`config.mk`:
```
export PLATFORM = sky130hd
export DESIGN_NAME = wns_dist_unit
export DESIGN_NICKNAME = d
export VERILOG_FILES = /design/src/sv/wns_pkg.sv /design/src/sv/wns_dist_unit.sv
export VERILOG_INCLUDE_DIRS = /design/src /design/src/sv
export SDC_FILE = /design/constraint.sdc
export NUM_CORES = 1
export LEC_CHECK = 0
export BUFFER_PORTS_ARGS = -buffer_cell sky130_fd_sc_hd__buf_2
export CAP_MARGIN = 40
export CORE_MARGIN = 5
export CORE_UTILIZATION = 35
export CTS_BUF_LIST = sky130_fd_sc_hd__clkbuf_2 sky130_fd_sc_hd__clkbuf_4 sky130_fd_sc_hd__clkbuf_8
export DETAILED_ROUTE_END_ITERATION = 7
export PLACE_DENSITY = 0.5
export SLEW_MARGIN = 40
export SYNTH_ARGS = -nofsm -noshare
export SYNTH_HDL_FRONTEND = slang
export SYNTH_SLANG_ARGS = --single-unit
```
`constraint.sdc`:
```
create_clock -name clk -period 12.25 [get_ports clk]
set_input_delay 1.225 -clock clk [delete_from_list [all_inputs] [get_ports clk]]
set_output_delay 1.225 -clock clk [all_outputs]
set_load 0.05 [all_outputs]
```
`src/sv/windowed_nearest_waypoint_search_assert.svh`:
```
// Assertion macros shared by the waypoint search modules.
// Expects signals named clk and rst_n in the module that uses them.
`ifndef WINDOWED_NEAREST_WAYPOINT_SEARCH_ASSERT_SVH
`define WINDOWED_NEAREST_WAYPOINT_SEARCH_ASSERT_SVH

// Same-cycle implication, checked out of reset.
`define WNS_ASSERT_IMP(name, ante, cons, msg) \
  name: assert property (@(posedge clk) disable iff (!rst_n) (ante) |-> (cons)) \
    else $error(msg);

// Next-cycle implication, checked out of reset.
`define WNS_ASSERT_NXT(name, ante, cons, msg) \
  name: assert property (@(posedge clk) disable iff (!rst_n) (ante) |=> (cons)) \
    else $error(msg);

`endif

```
`src/sv/wns_pkg.sv`:
```
// Shared constants, codes and types for the windowed nearest waypoint search.
// No dependencies; every module file imports this package.
package wns_pkg;

  localparam int MAX_POINTS    = 1024;
  localparam int NUM_PATHS     = 4;
  localparam int WINDOW_BEHIND = 3;
  localparam int WINDOW_LENGTH = 10;

  localparam int CMD_W     = 2;
  localparam int PATH_W    = $clog2(NUM_PATHS);
  localparam int PIDX_W    = $clog2(MAX_POINTS);
  localparam int CNT_W     = PIDX_W + 1;
  localparam int ADDR_W    = PATH_W + PIDX_W;
  localparam int MEM_DEPTH = NUM_PATHS * MAX_POINTS;
  localparam int BIT_W     = $clog2(PIDX_W);
  localparam int WB_W      = $clog2(WINDOW_BEHIND + 1) + 1;

  localparam int POS_W   = 20;
  localparam int FRAC_W  = 4;
  localparam int COORD_W = 16;
  localparam int TAG_W   = 16;
  localparam int AXES    = 3;
  localparam int WORD_W  = COORD_W * AXES + TAG_W;
  localparam int DIFF_W  = POS_W + 1;
  localparam int SQ_W    = 2 * POS_W + 1;
  localparam int DIST_W  = SQ_W + 1;
  localparam int RAD_W   = 44;

  localparam int CFG_IDX_W  = 3;
  localparam int CFG_DATA_W = RAD_W;

  localparam logic [RAD_W-1:0] RAD_TAGGED_RESET   = 44'd64000000;
  localparam logic [RAD_W-1:0] RAD_UNTAGGED_RESET = 44'd40960000;

  typedef enum logic [CMD_W-1:0] {
    CMD_WRITE    = 2'd0,
    CMD_TAGGED   = 2'd1,
    CMD_UNTAGGED = 2'd2,
    CMD_SCAN     = 2'd3
  } cmd_t;

  typedef enum logic [CFG_IDX_W-1:0] {
    REG_COUNT0       = 3'd0,
    REG_COUNT1       = 3'd1,
    REG_COUNT2       = 3'd2,
    REG_COUNT3       = 3'd3,
    REG_RAD_TAGGED   = 3'd4,
    REG_RAD_UNTAGGED = 3'd5
  } cfg_reg_t;

  typedef enum logic [2:0] {
    ST_IDLE,
    ST_MOD,
    ST_BACK,
    ST_ISSUE,
    ST_DRAIN,
    ST_FINISH
  } state_t;

  typedef enum logic [1:0] {
    AX_X,
    AX_Y,
    AX_Z
  } axis_t;

  typedef struct packed {
    logic              we;
    logic [ADDR_W-1:0] addr;
    logic [WORD_W-1:0] wdata;
  } mem_req_t;

  // Tracks one candidate point through the distance unit.
  typedef struct packed {
    logic [PIDX_W-1:0] idx;
    logic              tag_ok;
    logic              last;
  } meta_t;

  typedef struct packed {
    logic signed [POS_W-1:0] x;
    logic signed [POS_W-1:0] y;
    logic signed [POS_W-1:0] z;
  } query_t;

endpackage

```
`src/sv/wns_dist_unit.sv`:
```
// Shared squared-distance unit: one squarer, one axis per cycle, then accumulate.
// Depends on wns_pkg and the assertion macro header.
module wns_dist_unit (
  input  logic                        clk,
  input  logic                        rst_n,
  input  logic                        start,
  input  logic [wns_pkg::WORD_W-1:0]  word,
  input  wns_pkg::meta_t              meta_in,
  input  wns_pkg::query_t             query,
  output logic                        dist_valid,
  output logic [wns_pkg::DIST_W-1:0]  dist_sum,
  output wns_pkg::meta_t              meta_out
);
  import wns_pkg::*;
  `include "windowed_nearest_waypoint_search_assert.svh"

  logic [COORD_W*AXES-1:0] coord_r, coord_nxt;
  meta_t                   meta_r, meta_nxt;
  logic                    busy_r, busy_nxt;
  axis_t                   axis_r, axis_nxt;

  logic [SQ_W-1:0]         prod_r, prod_nxt;
  meta_t                   pmeta_r, pmeta_nxt;
  logic                    pv_r, pv_nxt;
  logic                    pfirst_r, pfirst_nxt;
  logic                    plast_r, plast_nxt;

  logic [DIST_W-1:0]       acc_r, acc_nxt;
  meta_t                   ometa_r, ometa_nxt;
  logic                    ov_r, ov_nxt;

  logic [COORD_W-1:0]      c_sel;
  logic signed [POS_W-1:0] q_sel;
  logic signed [DIFF_W-1:0] pt_s, q_s, diff;
  logic signed [2*DIFF_W-1:0] sq;

  always_comb begin
    case (axis_r)
      AX_X: begin
        c_sel = coord_r[COORD_W-1:0];
        q_sel = query.x;
      end
      AX_Y: begin
        c_sel = coord_r[2*COORD_W-1:COORD_W];
        q_sel = query.y;
      end
      default: begin
        c_sel = coord_r[3*COORD_W-1:2*COORD_W];
        q_sel = query.z;
      end
    endcase
    // Stored coordinates are whole units; scale to Q.4 before subtracting.
    pt_s = signed'({c_sel[COORD_W-1], c_sel, {FRAC_W{1'b0}}});
    q_s  = signed'({q_sel[POS_W-1], q_sel});
    diff = pt_s - q_s;
    sq   = diff * diff;
  end

  always_comb begin
    coord_nxt  = coord_r;
    meta_nxt   = meta_r;
    busy_nxt   = busy_r;
    axis_nxt   = axis_r;
    if (busy_r) begin
      case (axis_r)
        AX_X:    axis_nxt = AX_Y;
        AX_Y:    axis_nxt = AX_Z;
        default: begin
          axis_nxt = AX_X;
          busy_nxt = 1'b0;
        end
      endcase
    end
    // A new point may load on the cycle the last axis is squared.
    if (start) begin
      coord_nxt = word[COORD_W*AXES-1:0];
      meta_nxt  = meta_in;
      busy_nxt  = 1'b1;
      axis_nxt  = AX_X;
    end

    pv_nxt     = busy_r;
    prod_nxt   = sq[SQ_W-1:0];
    pfirst_nxt = (axis_r == AX_X);
    plast_nxt  = (axis_r == AX_Z);
    pmeta_nxt  = meta_r;

    acc_nxt   = acc_r;
    ometa_nxt = ometa_r;
    if (pv_r) begin
      acc_nxt = (pfirst_r ? '0 : acc_r) + DIST_W'(prod_r);
      if (plast_r) begin
        ometa_nxt = pmeta_r;
      end
    end
    ov_nxt = pv_r && plast_r;
  end

  always_ff @(posedge clk) begin
    if (!rst_n) begin
      busy_r <= 1'b0;
      axis_r <= AX_X;
      pv_r   <= 1'b0;
      ov_r   <= 1'b0;
    end else begin
      busy_r <= busy_nxt;
      axis_r <= axis_nxt;
      pv_r   <= pv_nxt;
      ov_r   <= ov_nxt;
    end
    coord_r  <= coord_nxt;
    meta_r   <= meta_nxt;
    prod_r   <= prod_nxt;
    pmeta_r  <= pmeta_nxt;
    pfirst_r <= pfirst_nxt;
    plast_r  <= plast_nxt;
    acc_r    <= acc_nxt;
    ometa_r  <= ometa_nxt;
  end

  assign dist_valid = ov_r;
  assign dist_sum   = acc_r;
  assign meta_out   = ometa_r;

  `WNS_ASSERT_IMP(a_start_when_free, start, !busy_r || axis_r == AX_Z, "point loaded mid-sweep")
  `WNS_ASSERT_NXT(a_dist_single, dist_valid, !dist_valid, "distance results back to back")
  `WNS_ASSERT_IMP(a_prod_from_busy, pv_r, $past(busy_r), "product without squarer activity")

endmodule

```
==> impl_metrics.ini <==
[floorplanning]
chipHeight_um = 264
die_area_um2 = 69900
ios = 194
die_x_um = 264
num_rows = 93
start_util = 0.353
fp.coreArea_um2 = 64200

[placement]
io_buffers = 177
gp_congestion = 0.847
dp_hpwl_um = 45800

[routing]
routed_via_density = 4.68
drt-initial-drc-count = 728
drt_pass1_iterations = 5
drc = 0
antenna_left = 0
wl_um = 54600
vias = 15500
wl_per_cell_um = 16.5

[clock_tree]
cts_setup_buffers = 0
cts_resized = 0
clockBufferDepth = 2
cts_buffers = 17
cts_tree = yes
root_buffer = clkbuf_8
cts_sinks = 173
htree_levels = 4
cts_hold_buf = 0
clkTransAtPathRegs_ns = 0.11
clock_latency_ns = 0.56

[yosys]
muxShareOfSynthArea = 0.0173
synth-compound-area-share = 0.0796
yosysWarnings = 0
seq_area_frac_synth = 0.203
synth.distinct_cells = 77
avgSynthCellArea_um2 = 10.1
syn_inst = 2251
syn-num-nets = 2974
synthAdderAreaFrac = 0.460
yosys-top-cells-area = fa_1 37%, edfxtp_1 15%, ha_1 9.3%
synth_top_family_by_area = adder cells
ys.flop_type = edfxtp_1
synth.largest_area_cell = fa_1
synthesis.area_um2 = 22600
synthXorXnorAreaFrac = 0.0415
synth_edf_count = 114
synth_simple_gate_area_share = 0.103
yosysTopAreaCellShare = 0.367
async_flop_share = 0
synth-seq-cells = 173

[min_path]
hold_path_depth = 0
min_from = meta_r[5]$_DFFE_PP_
hold_class = reg2reg

[timing]
period_minus_slack_ns = 10.80
fin_skew_ns = 0.0207
slew_violations = 0
period_share = 0.882
max_slew_margin = 0.441
rsz0062_at_grt = no
finalHoldViolations = 0
fmax_mhz = 92.6
tightest_slew_ns = 0.831
setup_tns_ns = 0
setup_viol = 0

[setup_path]
critPathRequiredTime_ns = 12.73
critical_path_class = reg2reg
start_kind = flip-flop
startpoint = axis_r[1]$_SDFFE_PP0P_
path_buf_inv = 3
reg2reg_depth = 34
critPathMostFrequentCell = fa_1
cp.depth = 34
critPathTopFamily = adder cells
crit_arrival_ns = 11.28
setup.worst_path.end_class = flip-flop
path_max_fanout = 44
r2r_start = axis_r[1]$_SDFFE_PP0P_
max_stage_delay_ns = 0.87
slowest_stage = dfxtp_2

[grt]
grt_pass1_vias = 17200
track_usage = 0.163
antenna_found_initial = 1
overflow = 0
grt_max_degree = 63
grt_pass1_wl_um = 91200

[job]
cap_violations = 0

[finish]
drive_above_1_share = 0.124
area_delta_synth_final_pct = 11.1
layout_commonest_cell = inv_1
mostFrequentLayoutCells = 486 x inv_1, 415 x fa_1, 185 x nor2_1
fin_nets = 3159

[status]
status = finished clean
[Yosys cell counts (8+ instances only)]
library cell,instances
nand3_1,17
and2_1,10
inv_1,487
clkbuf_1,38
a31oi_1,8
a211oi_1,11
xor2_1,19
o21ai_1,10
o21a_1,16
inv_2,13
a21o_1,28
nor3_1,16
nor2b_1,55
a21oi_1,108
nand2b_1,20
mux2i_1,38
dfxtp_1,59
xnor2_1,82
o21ai_0,55
fa_1,415
ha_1,169
o21bai_1,15
nand2_1,158
nor2_1,185
edfxtp_1,114
[final timing paths]
kind | endpoint | slack (ns)
setup reg to reg | prod_r[38]$_DFF_P_ | 1.45
hold / removal | pmeta_r[5]$_DFF_P_ | 0.35
setup / recovery | prod_r[38]$_DFF_P_ | 1.45
hold reg to reg | pmeta_r[5]$_DFF_P_ | 0.35
[layout make-up]
type                       instances  area [um2]
antenna                            1        2.50
clock buffer                      17         234
clock inverter                    15         210
fill                            6503       39100
inverter                         505        1900
multi-input combinational       1519       15900
sequential                       173        4610
tap                              855        1070
timing repair buffer             220        1210
[stage by stage]
stage          instances  cell area, um2   util  setup slack (ns)  hold WS [ns]
2_1_floorplan       2251           22600      -              2.50         0.323
3_3_place_gp        3272           24700  0.385              1.15         0.324
3_5_place_dp        3272           24700  0.385              1.04         0.329
4_1_cts             3304           25200  0.392              1.34         0.357
5_1_grt             3305           25200  0.392             0.734         0.366
6_report            3305           25200  0.392              1.45         0.351
[cell families after synthesis]
logic type               Yosys count
flip-flops                       173
AO/OA/AOI/OAI                    291
adder cells (fa/ha/maj)          584
buffers and inverters            559
AND/OR/NAND/NOR                  502
XOR/XNOR                         103
multiplexers                      39
[worst reg2reg max path: cells and delay by family (launching register included)]
| kind | cells | cell delay (ns) |
|---|---|---|
| buffers and inverters | 3 | 0.15 |
| DFF | 1 | 0.87 |
| xor gates and xnor gates | 2 | 0.65 |
| and+or+nand+nor | 5 | 0.89 |
| AOI/OAI and AO/OA | 15 | 3.78 |
| adders and majority gates | 9 | 4.40 |
[sequential cells by signal (all words and copies together) (netlist names), 2 cells and up]
name / count
coord_r: 48
dist_sum: 42
prod_r: 40
meta_out: 12
meta_r: 12
pmeta_r: 12
axis_r: 2
[per-layer routing]
layer,track usage,up-vias,share of wire
met1,0.216,7741,0.46
li1,-,7398,-
met5,0,-,0
met2,0.285,276,0.49
met4,0.0389,0,0.017
met3,0.0239,39,0.032
Power is left out: the tool's default activity adds up to more than one toggle a clock period on the data nets, which glitch-free logic cannot reach.
