File: src/sv/windowed_nearest_waypoint_search_assert.svh
// Assertion macros shared by the waypoint search modules.
// Expects signals named clk and rst_n in the module that uses them.
`ifndef WINDOWED_NEAREST_WAYPOINT_SEARCH_ASSERT_SVH
`define WINDOWED_NEAREST_WAYPOINT_SEARCH_ASSERT_SVH

// Same-cycle implication, checked out of reset.
`define WNS_ASSERT_IMP(name, ante, cons, msg) \
  name: assert property (@(posedge clk) disable iff (!rst_n) (ante) |-> (cons)) \
    else $error(msg);

// Next-cycle implication, checked out of reset.
`define WNS_ASSERT_NXT(name, ante, cons, msg) \
  name: assert property (@(posedge clk) disable iff (!rst_n) (ante) |=> (cons)) \
    else $error(msg);

`endif

File: src/sv/wns_pkg.sv
// Shared constants, codes and types for the windowed nearest waypoint search.
// No dependencies; every module file imports this package.
package wns_pkg;

  localparam int MAX_POINTS    = 1024;
  localparam int NUM_PATHS     = 4;
  localparam int WINDOW_BEHIND = 3;
  localparam int WINDOW_LENGTH = 10;

  localparam int CMD_W     = 2;
  localparam int PATH_W    = $clog2(NUM_PATHS);
  localparam int PIDX_W    = $clog2(MAX_POINTS);
  localparam int CNT_W     = PIDX_W + 1;
  localparam int ADDR_W    = PATH_W + PIDX_W;
  localparam int MEM_DEPTH = NUM_PATHS * MAX_POINTS;
  localparam int BIT_W     = $clog2(PIDX_W);
  localparam int WB_W      = $clog2(WINDOW_BEHIND + 1) + 1;

  localparam int POS_W   = 20;
  localparam int FRAC_W  = 4;
  localparam int COORD_W = 16;
  localparam int TAG_W   = 16;
  localparam int AXES    = 3;
  localparam int WORD_W  = COORD_W * AXES + TAG_W;
  localparam int DIFF_W  = POS_W + 1;
  localparam int SQ_W    = 2 * POS_W + 1;
  localparam int DIST_W  = SQ_W + 1;
  localparam int RAD_W   = 44;

  localparam int CFG_IDX_W  = 3;
  localparam int CFG_DATA_W = RAD_W;

  localparam logic [RAD_W-1:0] RAD_TAGGED_RESET   = 44'd64000000;
  localparam logic [RAD_W-1:0] RAD_UNTAGGED_RESET = 44'd40960000;

  typedef enum logic [CMD_W-1:0] {
    CMD_WRITE    = 2'd0,
    CMD_TAGGED   = 2'd1,
    CMD_UNTAGGED = 2'd2,
    CMD_SCAN     = 2'd3
  } cmd_t;

  typedef enum logic [CFG_IDX_W-1:0] {
    REG_COUNT0       = 3'd0,
    REG_COUNT1       = 3'd1,
    REG_COUNT2       = 3'd2,
    REG_COUNT3       = 3'd3,
    REG_RAD_TAGGED   = 3'd4,
    REG_RAD_UNTAGGED = 3'd5
  } cfg_reg_t;

  typedef enum logic [2:0] {
    ST_IDLE,
    ST_MOD,
    ST_BACK,
    ST_ISSUE,
    ST_DRAIN,
    ST_FINISH
  } state_t;

  typedef enum logic [1:0] {
    AX_X,
    AX_Y,
    AX_Z
  } axis_t;

  typedef struct packed {
    logic              we;
    logic [ADDR_W-1:0] addr;
    logic [WORD_W-1:0] wdata;
  } mem_req_t;

  // Tracks one candidate point through the distance unit.
  typedef struct packed {
    logic [PIDX_W-1:0] idx;
    logic              tag_ok;
    logic              last;
  } meta_t;

  typedef struct packed {
    logic signed [POS_W-1:0] x;
    logic signed [POS_W-1:0] y;
    logic signed [POS_W-1:0] z;
  } query_t;

endpackage

File: src/sv/wns_ctrl.sv
// Search sequencer: command decode, remainder unit for the window start,
// point fetch, best-candidate tracking and the result register.
// Depends on wns_pkg and the assertion macro header.
module wns_ctrl (
  input  logic                              clk,
  input  logic                              rst_n,
  input  logic                              in_valid,
  output logic                              in_stall,
  input  logic [wns_pkg::CMD_W-1:0]         in_cmd,
  input  logic [wns_pkg::PATH_W-1:0]        in_path_select,
  input  logic [wns_pkg::PIDX_W-1:0]        in_point_index,
  input  logic signed [wns_pkg::POS_W-1:0]  in_pos_x,
  input  logic signed [wns_pkg::POS_W-1:0]  in_pos_y,
  input  logic signed [wns_pkg::POS_W-1:0]  in_pos_z,
  input  logic [wns_pkg::TAG_W-1:0]         in_section_id,
  input  logic [wns_pkg::CNT_W-1:0]         count_sel,
  input  logic [wns_pkg::RAD_W-1:0]         rad_tagged,
  input  logic [wns_pkg::RAD_W-1:0]         rad_untagged,
  output wns_pkg::mem_req_t                 mem_req,
  input  logic [wns_pkg::WORD_W-1:0]        mem_rdata,
  output wns_pkg::query_t                   query,
  output logic                              dist_start,
  output logic [wns_pkg::WORD_W-1:0]        dist_word,
  output wns_pkg::meta_t                    dist_meta_in,
  input  logic                              dist_valid,
  input  logic [wns_pkg::DIST_W-1:0]        dist_value,
  input  wns_pkg::meta_t                    dist_meta_out,
  output logic                              out_valid,
  input  logic                              out_stall,
  output logic                              out_found,
  output logic [wns_pkg::PIDX_W-1:0]        out_nearest_index
);
  import wns_pkg::*;
  `include "windowed_nearest_waypoint_search_assert.svh"

  state_t             state_r, state_nxt;
  cmd_t               cmd_r, cmd_nxt;
  logic [PATH_W-1:0]  path_r, path_nxt;
  query_t             q_r, q_nxt;
  logic [TAG_W-1:0]   tag_r, tag_nxt;
  logic [CNT_W-1:0]   count_r, count_nxt;
  logic [RAD_W-1:0]   best_r, best_nxt;
  logic               have_r, have_nxt;
  logic               found_r, found_nxt;
  logic [PIDX_W-1:0]  best_idx_r, best_idx_nxt;
  logic [CNT_W-1:0]   rem_r, rem_nxt;
  logic [PIDX_W-1:0]  pidx_r, pidx_nxt;
  logic [BIT_W-1:0]   bit_r, bit_nxt;
  logic [WB_W-1:0]    back_r, back_nxt;
  logic [PIDX_W-1:0]  cur_r, cur_nxt;
  logic [CNT_W-1:0]   steps_r, steps_nxt;
  axis_t              phase_r, phase_nxt;
  logic               rd_pend_r, rd_pend_nxt;
  logic [PIDX_W-1:0]  rd_idx_r, rd_idx_nxt;
  logic               rd_last_r, rd_last_nxt;
  logic               out_valid_r, out_valid_nxt;
  logic               out_found_r, out_found_nxt;
  logic [PIDX_W-1:0]  out_index_r, out_index_nxt;

  logic [CNT_W-1:0]   cnt_m1;
  logic [CNT_W-1:0]   rem_sh;
  logic               take;

  assign cnt_m1 = count_r - CNT_W'(1);
  assign rem_sh = {rem_r[PIDX_W-1:0], pidx_r[PIDX_W-1]};

  // Tag test happens as the word leaves the memory.
  assign dist_start          = rd_pend_r;
  assign dist_word           = mem_rdata;
  assign dist_meta_in.idx    = rd_idx_r;
  assign dist_meta_in.last   = rd_last_r;
  assign dist_meta_in.tag_ok = (cmd_r != CMD_TAGGED) ||
                               (mem_rdata[WORD_W-1 -: TAG_W] == tag_r);
  assign query = q_r;

  // Strict compare keeps the earlier point on a tie.
  assign take = dist_valid && dist_meta_out.tag_ok &&
                (!have_r || (RAD_W'(dist_value) < best_r));

  always_comb begin
    state_nxt     = state_r;
    cmd_nxt       = cmd_r;
    path_nxt      = path_r;
    q_nxt         = q_r;
    tag_nxt       = tag_r;
    count_nxt     = count_r;
    best_nxt      = best_r;
    have_nxt      = have_r;
    found_nxt     = found_r;
    best_idx_nxt  = best_idx_r;
    rem_nxt       = rem_r;
    pidx_nxt      = pidx_r;
    bit_nxt       = bit_r;
    back_nxt      = back_r;
    cur_nxt       = cur_r;
    steps_nxt     = steps_r;
    phase_nxt     = phase_r;
    rd_pend_nxt   = 1'b0;
    rd_idx_nxt    = rd_idx_r;
    rd_last_nxt   = rd_last_r;
    out_valid_nxt = out_valid_r;
    out_found_nxt = out_found_r;
    out_index_nxt = out_index_r;

    in_stall      = (state_r != ST_IDLE);
    mem_req.we    = 1'b0;
    mem_req.addr  = {path_r, cur_r};
    mem_req.wdata = '0;

    if (out_valid_r && !out_stall) begin
      out_valid_nxt = 1'b0;
    end

    if (take) begin
      best_nxt     = RAD_W'(dist_value);
      best_idx_nxt = dist_meta_out.idx;
      have_nxt     = 1'b1;
      found_nxt    = 1'b1;
    end

    case (state_r)
      ST_IDLE: begin
        if (in_valid) begin
          if (cmd_t'(in_cmd) == CMD_WRITE) begin
            // Drop the fraction bits: points are stored in whole units.
            mem_req.we    = 1'b1;
            mem_req.addr  = {in_path_select, in_point_index};
            mem_req.wdata = {in_section_id, in_pos_z[POS_W-1:FRAC_W],
                             in_pos_y[POS_W-1:FRAC_W], in_pos_x[POS_W-1:FRAC_W]};
          end else begin
            cmd_nxt      = cmd_t'(in_cmd);
            path_nxt     = in_path_select;
            q_nxt.x      = in_pos_x;
            q_nxt.y      = in_pos_y;
            q_nxt.z      = in_pos_z;
            tag_nxt      = in_section_id;
            count_nxt    = count_sel;
            found_nxt    = 1'b0;
            best_idx_nxt = '0;
            phase_nxt    = AX_X;
            if (cmd_t'(in_cmd) == CMD_SCAN) begin
              have_nxt  = 1'b0;
              best_nxt  = '0;
              cur_nxt   = '0;
              steps_nxt = count_sel;
              state_nxt = ST_ISSUE;
            end else begin
              have_nxt  = 1'b1;
              best_nxt  = (cmd_t'(in_cmd) == CMD_TAGGED) ? rad_tagged : rad_untagged;
              steps_nxt = CNT_W'(WINDOW_LENGTH);
              back_nxt  = WB_W'(WINDOW_BEHIND);
              if (CNT_W'(in_point_index) < count_sel) begin
                cur_nxt   = in_point_index;
                state_nxt = ST_BACK;
              end else begin
                rem_nxt   = '0;
                pidx_nxt  = in_point_index;
                bit_nxt   = BIT_W'(PIDX_W - 1);
                state_nxt = ST_MOD;
              end
            end
          end
        end
      end

      ST_MOD: begin
        // Restoring remainder, one centre-index bit per cycle.
        rem_nxt  = (rem_sh >= count_r) ? (rem_sh - count_r) : rem_sh;
        pidx_nxt = pidx_r << 1;
        if (bit_r == '0) begin
          cur_nxt   = rem_nxt[PIDX_W-1:0];
          state_nxt = ST_BACK;
        end else begin
          bit_nxt = bit_r - BIT_W'(1);
        end
      end

      ST_BACK: begin
        // Step back to the window start, wrapping below zero.
        if (back_r == '0) begin
          phase_nxt = AX_X;
          state_nxt = ST_ISSUE;
        end else begin
          cur_nxt  = (cur_r == '0) ? cnt_m1[PIDX_W-1:0] : cur_r - PIDX_W'(1);
          back_nxt = back_r - WB_W'(1);
        end
      end

      ST_ISSUE: begin
        // One fetch per pass through the X, Y, Z phases keeps the squarer busy every cycle.
        case (phase_r)
          AX_X: begin
            rd_pend_nxt = 1'b1;
            rd_idx_nxt  = cur_r;
            rd_last_nxt = (steps_r == CNT_W'(1));
            cur_nxt     = (CNT_W'(cur_r) == cnt_m1) ? '0 : cur_r + PIDX_W'(1);
            steps_nxt   = steps_r - CNT_W'(1);
            phase_nxt   = AX_Y;
            if (steps_r == CNT_W'(1)) begin
              state_nxt = ST_DRAIN;
            end
          end
          AX_Y:    phase_nxt = AX_Z;
          default: phase_nxt = AX_X;
        endcase
      end

      ST_DRAIN: begin
        if (dist_valid && dist_meta_out.last) begin
          state_nxt = ST_FINISH;
        end
      end

      ST_FINISH: begin
        // Hold until the result register is free.
        if (!out_valid_r || !out_stall) begin
          out_valid_nxt = 1'b1;
          out_found_nxt = found_r;
          out_index_nxt = found_r ? best_idx_r : '0;
          state_nxt     = ST_IDLE;
        end
      end

      default: state_nxt = ST_IDLE;
    endcase
  end

  always_ff @(posedge clk) begin
    if (!rst_n) begin
      state_r     <= ST_IDLE;
      rd_pend_r   <= 1'b0;
      out_valid_r <= 1'b0;
      phase_r     <= AX_X;
    end else begin
      state_r     <= state_nxt;
      rd_pend_r   <= rd_pend_nxt;
      out_valid_r <= out_valid_nxt;
      phase_r     <= phase_nxt;
    end
    cmd_r       <= cmd_nxt;
    path_r      <= path_nxt;
    q_r         <= q_nxt;
    tag_r       <= tag_nxt;
    count_r     <= count_nxt;
    best_r      <= best_nxt;
    have_r      <= have_nxt;
    found_r     <= found_nxt;
    best_idx_r  <= best_idx_nxt;
    rem_r       <= rem_nxt;
    pidx_r      <= pidx_nxt;
    bit_r       <= bit_nxt;
    back_r      <= back_nxt;
    cur_r       <= cur_nxt;
    steps_r     <= steps_nxt;
    rd_idx_r    <= rd_idx_nxt;
    rd_last_r   <= rd_last_nxt;
    out_found_r <= out_found_nxt;
    out_index_r <= out_index_nxt;
  end

  assign out_valid         = out_valid_r;
  assign out_found         = out_found_r;
  assign out_nearest_index = out_index_r;

  `WNS_ASSERT_IMP(a_idle_quiet, state_r == ST_IDLE, !dist_valid && !rd_pend_r, "fetch in flight while idle")
  `WNS_ASSERT_IMP(a_cur_in_path, state_r == ST_ISSUE, CNT_W'(cur_r) < count_r, "fetch index past path end")
  `WNS_ASSERT_IMP(a_issue_left, state_r == ST_ISSUE, steps_r != '0, "fetch state with no points left")
  `WNS_ASSERT_IMP(a_scan_found, state_r == ST_FINISH && cmd_r == CMD_SCAN, found_r, "full scan without a result")

endmodule

File: config.mk
export PLATFORM = sky130hd
export DESIGN_NAME = wns_ctrl
export DESIGN_NICKNAME = d
export VERILOG_FILES = /design/src/sv/wns_pkg.sv /design/src/sv/wns_ctrl.sv
export VERILOG_INCLUDE_DIRS = /design/src /design/src/sv
export SDC_FILE = /design/constraint.sdc
export NUM_CORES = 1
export LEC_CHECK = 0
export ABC_AREA = 1
export BUFFER_PORTS_ARGS = -buffer_cell sky130_fd_sc_hd__buf_2
export CORE_AREA = 10 10 200 202
export CTS_CLUSTER_SIZE = 30
export DETAILED_ROUTE_END_ITERATION = 8
export DIE_AREA = 0 0 210 212
export PLACE_DENSITY = 0.67
export SYNTH_ARGS = -nofsm -noshare
export SYNTH_HDL_FRONTEND = slang
export SYNTH_SLANG_ARGS = --single-unit
export TNS_END_PERCENT = 100
File: constraint.sdc
create_clock -name clk -period 3.6 [get_ports clk]
set_input_delay 0 -clock clk [delete_from_list [all_inputs] [get_ports clk]]
set_output_delay 0 -clock clk [all_outputs]
set_load 0.05 [all_outputs]
==> results of run 1 <==
per-layer routing:
metal / up-vias / wire length (um) / GRT usage, %
met5: - / 0 / 0
met4: 0 / 2048 / 9.303
li1: 6426 / - / -
met1: 6269 / 18430 / 22.94
met3: 111 / 4153 / 5.459
met2: 627 / 26370 / 40.47
worst max path at each step:
stage                          start       endpoint  cells past startpoint
after floorplan           state_r[0]     best_r[10]                      9
after detailed placement  best_r[39]  best_idx_r[3]                     15
after CTS                 state_r[1]     best_r[40]                      9
after global routing      state_r[2]     best_r[36]                      9
after global placement    best_r[39]  best_idx_r[9]                     13
final                     state_r[1]     best_r[40]                      9
state kept, by name, indices dropped and copies added, names as in the netlist, 2 cells and up:
name / cells
back_r: 3
best_idx_r: 10
best_r: 44
bit_r: 4
cmd_r: 2
count_r: 11
cur_r: 10
out_nearest_index: 10
path_r: 2
phase_r: 2
pidx_r: 10
query: 60
rd_idx_r: 10
rem_r: 10
state_r: 3
steps_r: 11
tag_r: 16
layout make-up:
class | count | area (um2)
fill | 3192 | 17270
sequential | 224 | 6096
multi-input combinational | 1010 | 5528
timing repair buffer | 699 | 4777
inverter | 253 | 950.9
clock buffer | 35 | 737.0
tap | 468 | 585.6
clock inverter | 12 | 137.6
antenna | 2 | 5.005
cell families (layout without fill, tap and decap cells):
family,after synthesis,in the layout,synth area share (%)
simple gates,697,697,21.71
other cells,0,2,0
buf+inv,376,999,12.89
xor+xnor,38,38,2.498
compound gates,205,205,10.52
fa+ha+maj,70,70,6.630
flops,224,224,45.75
cells in the mapped netlist (3+ instances only):
cell,instances
buf_6,7
nand2_2,3
nand4_1,21
dfxtp_1,63
clkbuf_1,34
a221oi_1,42
xnor2_1,15
ha_1,69
nor2_1,254
a21oi_1,48
inv_1,244
nand3_1,97
buf_1,9
edfxtp_1,161
nor3_1,11
buf_4,65
buf_2,8
nand2_1,284
o211ai_1,11
o21ai_1,4
nor4_1,4
or2_2,12
o21ai_0,43
xor2_1,23
o22ai_1,4
a21oi_2,40
nor2_2,5
inv_2,9
layout by cell type (no fill, tap or decap), types with 48 or more instances in the layout:
master         netlist  routed
a21oi_1             48      48
buf_2                8     442
dfxtp_1             63      63
dlygate4sd3_1        0     244
edfxtp_1           161     161
ha_1                69      69
inv_1              244     243
nand2_1            284     284
nand3_1             97      97
nor2_1             254     253
critical path: stages, from the launching register on:
cell           delay [ns]
dfxtp_1              0.40
nor2_1               0.09
nand2_2              0.18
nor2_4               0.06
inv_2                0.75
buf_12               0.28
a221oi_1             0.07
dlygate4sd3_1        0.63
nor2_1               0.11
dlygate4sd3_1        0.55
power by group:
part | internal [W] | total (W) | leakage, nW | switching [W]
Sequential | 0.00378 | 0.00423 | 2.04 | 0.000448
Clock | 0.00165 | 0.00271 | 0.426 | 0.00106
Combinational | 0.00226 | 0.00631 | 6.91 | 0.00405
Total | 0.00768 | 0.0132 | 9.37 | 0.00556
metrics by stage:
step	std cells	util [%]	hold WS, ns
after detailed placement	2410	42.94	0.0003409
after floorplan	1610	-	0.09887
after global routing	2703	52.15	0.00007182
after global placement	2410	42.94	0.0003409
after CTS	2701	52.13	0.0003409
final	2703	52.15	0.00001930
what timing repair did:
| item | in CTS | in global routing |
|---|---|---|
| hold buffers | 244 | 0 |
| setup buffers | 0 | 0 |
| hold endpoints to repair | 183 | 0 |
| setup endpoints to repair | 0 | 0 |
==> results.yml, run 1 <==
run_status:
  status: "complete, no violations"
clocking:
  cts_buffers: 26
  cts-root-buf: "clkbuf_16"
  cts_sinks: 224
  clkTransAtPathRegs_ns: 0.06
  post_cts_resized: 0
  clockBufferDepth: 3
  cts_tree: "done"
  clk_latency_ns: 0.54
  cts_max_level: 1
die:
  io_pins: 539
  rows: 70
  start_util_pct: 36.92
  die_h_um: 212
  core-area_mm2: 0.03608
  fp.dieArea_mm2: 0.04452
  dieWidth_um: 210
synth:
  async_flop_share_pct: 0
  yosysSeqAreaShare_pct: 45.75
  synth_seq_cells: 224
  syn_avg_cell_area_um2: 8.276
  netlist_area_mm2: 0.01332
  dominantRegCellSynth: "edfxtp_1"
  synth-edff-count: 161
  yosys.area.top_type_share_pct: 36.29
  syn-instance-count: 1610
  yosysTopAreaCell: "edfxtp_1"
  synth.area.top_cells: "edfxtp_1 (36%), dfxtp_1 (9.5%), nand2_1 (8.0%), nor2_1 (7.2%), inv_1 (6.9%)"
  ys_warn_count: 0
  syn_nets: 1992
  yosys.cell_types.count: 41
critical_path:
  rr_startpoint: "state_r[1]"
  worstPathArrival_ns: 3.72
  crit_fanout: 62
  reg2reg_slack_ns: 0.35
  r2r-end: "best_r[40]"
  cp.required_ns: 4.07
  ff2ff_path_depth: 9
  cp-end-kind: "flip-flop"
  critPathKind: "flip-flop to flip-flop"
  start_kind: "flip-flop"
place:
  globalplace.congestion: 0.9273
  hpwl_um: 36920
  post_dp_cell_area_mm2: 0.01549
  pre_cts_slack_ns: 0.9180
  port_buffers: 442
route:
  wl_um: 51000
  viasPerCell: 4.970
  firstDrtPassIters: 5
  drt_iter0_drc: 975
  wl_per_cell_um: 18.87
  ant_nets: 0
  remaining_drc_errors: 0
  vias: 13430
sta:
  fin_tns_setup_ns: 0
  layout_min_cycle_time_ns: 3.249
  setup_ws_ns: 0.3513
  fin_crit_sh_pct: 90.24
  setup_viol: 0
  slew_violations: 0
  timing.fmax_ghz: 0.3078
  slew_headroom_pct: 25.20
  worstMarginPinSlew_ns: 1.119
  hold_violations: 0
  rsz0062_at_grt: "false"
  fin_skew_ns: 0.01301
worst_hold_path:
  hold_start: "mem_rdata[40]"
  whs_path_depth: 0
  hold_class: "primary input to output port"
  whs_endpoint: "dist_word[40]"
cells_and_area:
  fin_nets: 2596
  final_design_area_no_fill_mm2: 0.01882
  area_growth_pct: 41.22
  final_layout_size_suffix_gt1_share_pct: 25.39
power:
  p_leak_nw: 9.373
  power_density_mw_per_mm2: 703.8
  p_total_w: 0.01324
  vdd_ir_drop_max_uv: 392.2
run:
  maxCapViolCount: 0
global_routing:
  grt-ovfl-total: 0
  grt_first_pass_wirelength_um: 76870
  grt_max_degree: 67
  first_global_vias: 13520
  grtUsageTotal_pct: 21.82
  antenna_found_initial: 4
Power figures use the tool's default switching activity.
==> run 2, diff against run 1 <==
--- a/constraint.sdc
+++ b/constraint.sdc
@@ -3,2 +3,2 @@
 set_output_delay 0 -clock clk [all_outputs]
-set_load 0.05 [all_outputs]
+set_load 0.005 [all_outputs]
==> results.yml, run 2 (same netlist as run 1, synthesis figures left out) <==
sta:
  layout_min_cycle_time_ns: 3.276
  hold_violations: 0
  setup_viol: 0
  worstMarginPinSlew_ns: 1.148
  slew_headroom_pct: 23.45
  fin_crit_sh_pct: 91.00
  rsz0062_at_grt: "false"
  hold-worst-slack_ns: 0.000001996
  setup_ws_ns: 0.3240
  fin_tns_setup_ns: 0
  fin_skew_ns: 0.01089
  slew_violations: 0
  timing.fmax_ghz: 0.3053
power:
  p_total_w: 0.01230
  vdd_ir_drop_max_uv: 395.0
  switching_share_pct: 38.03
  p_leak_nw: 9.367
  internal-power_w: 0.007621
  pwr-share-comb_pct: 43.9
  power_density_mw_per_mm2: 654.2
  clkPwrFrac_pct: 21.7
  seqPwrFrac_pct: 34.4
  p_sw_w: 0.004677
die:
  dieWidth_um: 210
  rows: 70
  io_pins: 539
  die_h_um: 212
  fp.dieArea_mm2: 0.04452
  core-area_mm2: 0.03608
  start_util_pct: 36.92
critical_path:
  critPathKind: "flip-flop to flip-flop"
  worstPathArrival_ns: 3.75
  r2r-end: "best_r[39]"
  start_kind: "flip-flop"
  cp-startpoint: "state_r[1]"
  crit_fanout: 62
  reg2reg_slack_ns: 0.32
  ff2ff_path_depth: 9
  crit_end: "best_r[39]"
  rr_startpoint: "state_r[1]"
  cp.required_ns: 4.08
  cp-end-kind: "flip-flop"
global_routing:
  first_global_vias: 13570
  grtUsageTotal_pct: 21.61
  antenna_found_initial: 5
  grt_max_degree: 67
  grt-ovfl-total: 0
  grt_first_pass_wirelength_um: 76000
clocking:
  cts-root-buf: "clkbuf_16"
  clkTransAtPathRegs_ns: 0.06
  clockBufferDepth: 3
  cts_sinks: 224
  clk_latency_ns: 0.55
  cts_max_level: 1
  cts_buffers: 27
  cts_tree: "done"
place:
  globalplace.congestion: 0.9279
  pre_cts_slack_ns: 0.9025
  port_buffers: 442
  hpwl_um: 37030
route:
  drt_iter0_drc: 898
  firstDrtPassIters: 7
  remaining_drc_errors: 0
  viasPerCell: 4.974
  vias: 13460
  wl_per_cell_um: 18.76
  ant_nets: 0
  wl_um: 50780
cells_and_area:
  fillers: 3208
  fin_util_pct: 52.09
  mostFrequentLayoutCell: "buf_2"
  largest_reg_flops: 60
  final_layout_size_suffix_gt1_share_pct: 25.32
  final_cell_mix: "buf_2 (442), nand2_1 (284), nor2_1 (253)"
  fin_nets: 2597
  area_growth_pct: 41.08
worst_hold_path:
  hold_class: "primary input to output port"
run_status:
  status: "complete, no violations"
run:
  maxCapViolCount: 0
==> run 2: area by class of cell <==
class | count | area, um2 | share of cell area, %
multi-input cells | 1010 | 5528 | 29.41
clock inverters | 16 | 155.1 | 0.8253
repair buffers | 699 | 4777 | 25.41
diodes | 3 | 7.507 | 0.03994
clock buffers | 33 | 698.2 | 3.714
well taps | 468 | 585.6 | 3.115
inverters | 253 | 950.9 | 5.059
flip-flops and latches | 224 | 6096 | 32.43
==> run 2: worst min-delay path by stage <==
stage	startpoint	end	slack [ns]	depth (start not counted)
after global placement	mem_rdata[23]	dist_word[23]	0.00003	0
final	mem_rdata[2]	dist_word[2]	0.000002	0
after CTS	mem_rdata[23]	dist_word[23]	0.00003	0
after detailed placement	mem_rdata[23]	dist_word[23]	0.00003	0
after global routing	mem_rdata[40]	dist_word[40]	0.000008	0
after floorplan	in_pos_x[4]	mem_req[0]	0.07	2
==> run 2: metal layers <==
metal  track usage [%]  part of all wire (%)  vias to the layer above  routed length [um]
li1                  -                     -                     6430                   -
met1             22.74                    36                     6284               18440
met2             40.18                    52                      628               26280
met3             5.459                   8.1                      118                4108
met4             8.832                   3.8                        0                1948
met5                 0                     0                        -                   0
==> run 2: power by group through the flow <==
stage               registers (W)  clock network, W  logic [W]
finish                    0.00423           0.00267    0.00540
global route              0.00431           0.00284    0.00606
CTS                       0.00422           0.00273    0.00536
detailed placement        0.00427                 0    0.00466
global placement          0.00424                 0    0.00455
floorplan                 0.00412                 0    0.00341
==> run 2: repair_timing <==
item,in CTS,in global routing
gates resized for setup,0,0
endpoints found under the hold margin,183,0
buffers inserted,0,0
hold buffers,244,0
==> run 2: metrics by stage <==
step	instance area (um2)	instances
2_1_floorplan	13330	1610
3_3_place_gp	15490	2410
3_5_place_dp	15490	2410
4_1_cts	18790	2703
5_1_grt	18800	2705
6_report	18800	2706
==> run 2: worst max-delay path, cell delays in order (launching register included) <==
cell,delay (ns)
dfxtp_1,0.40
nor2_1,0.09
nand2_2,0.18
nor2_4,0.06
inv_2,0.76
buf_12,0.28
a221oi_1,0.07
dlygate4sd3_1,0.62
nor2_1,0.12
dlygate4sd3_1,0.56
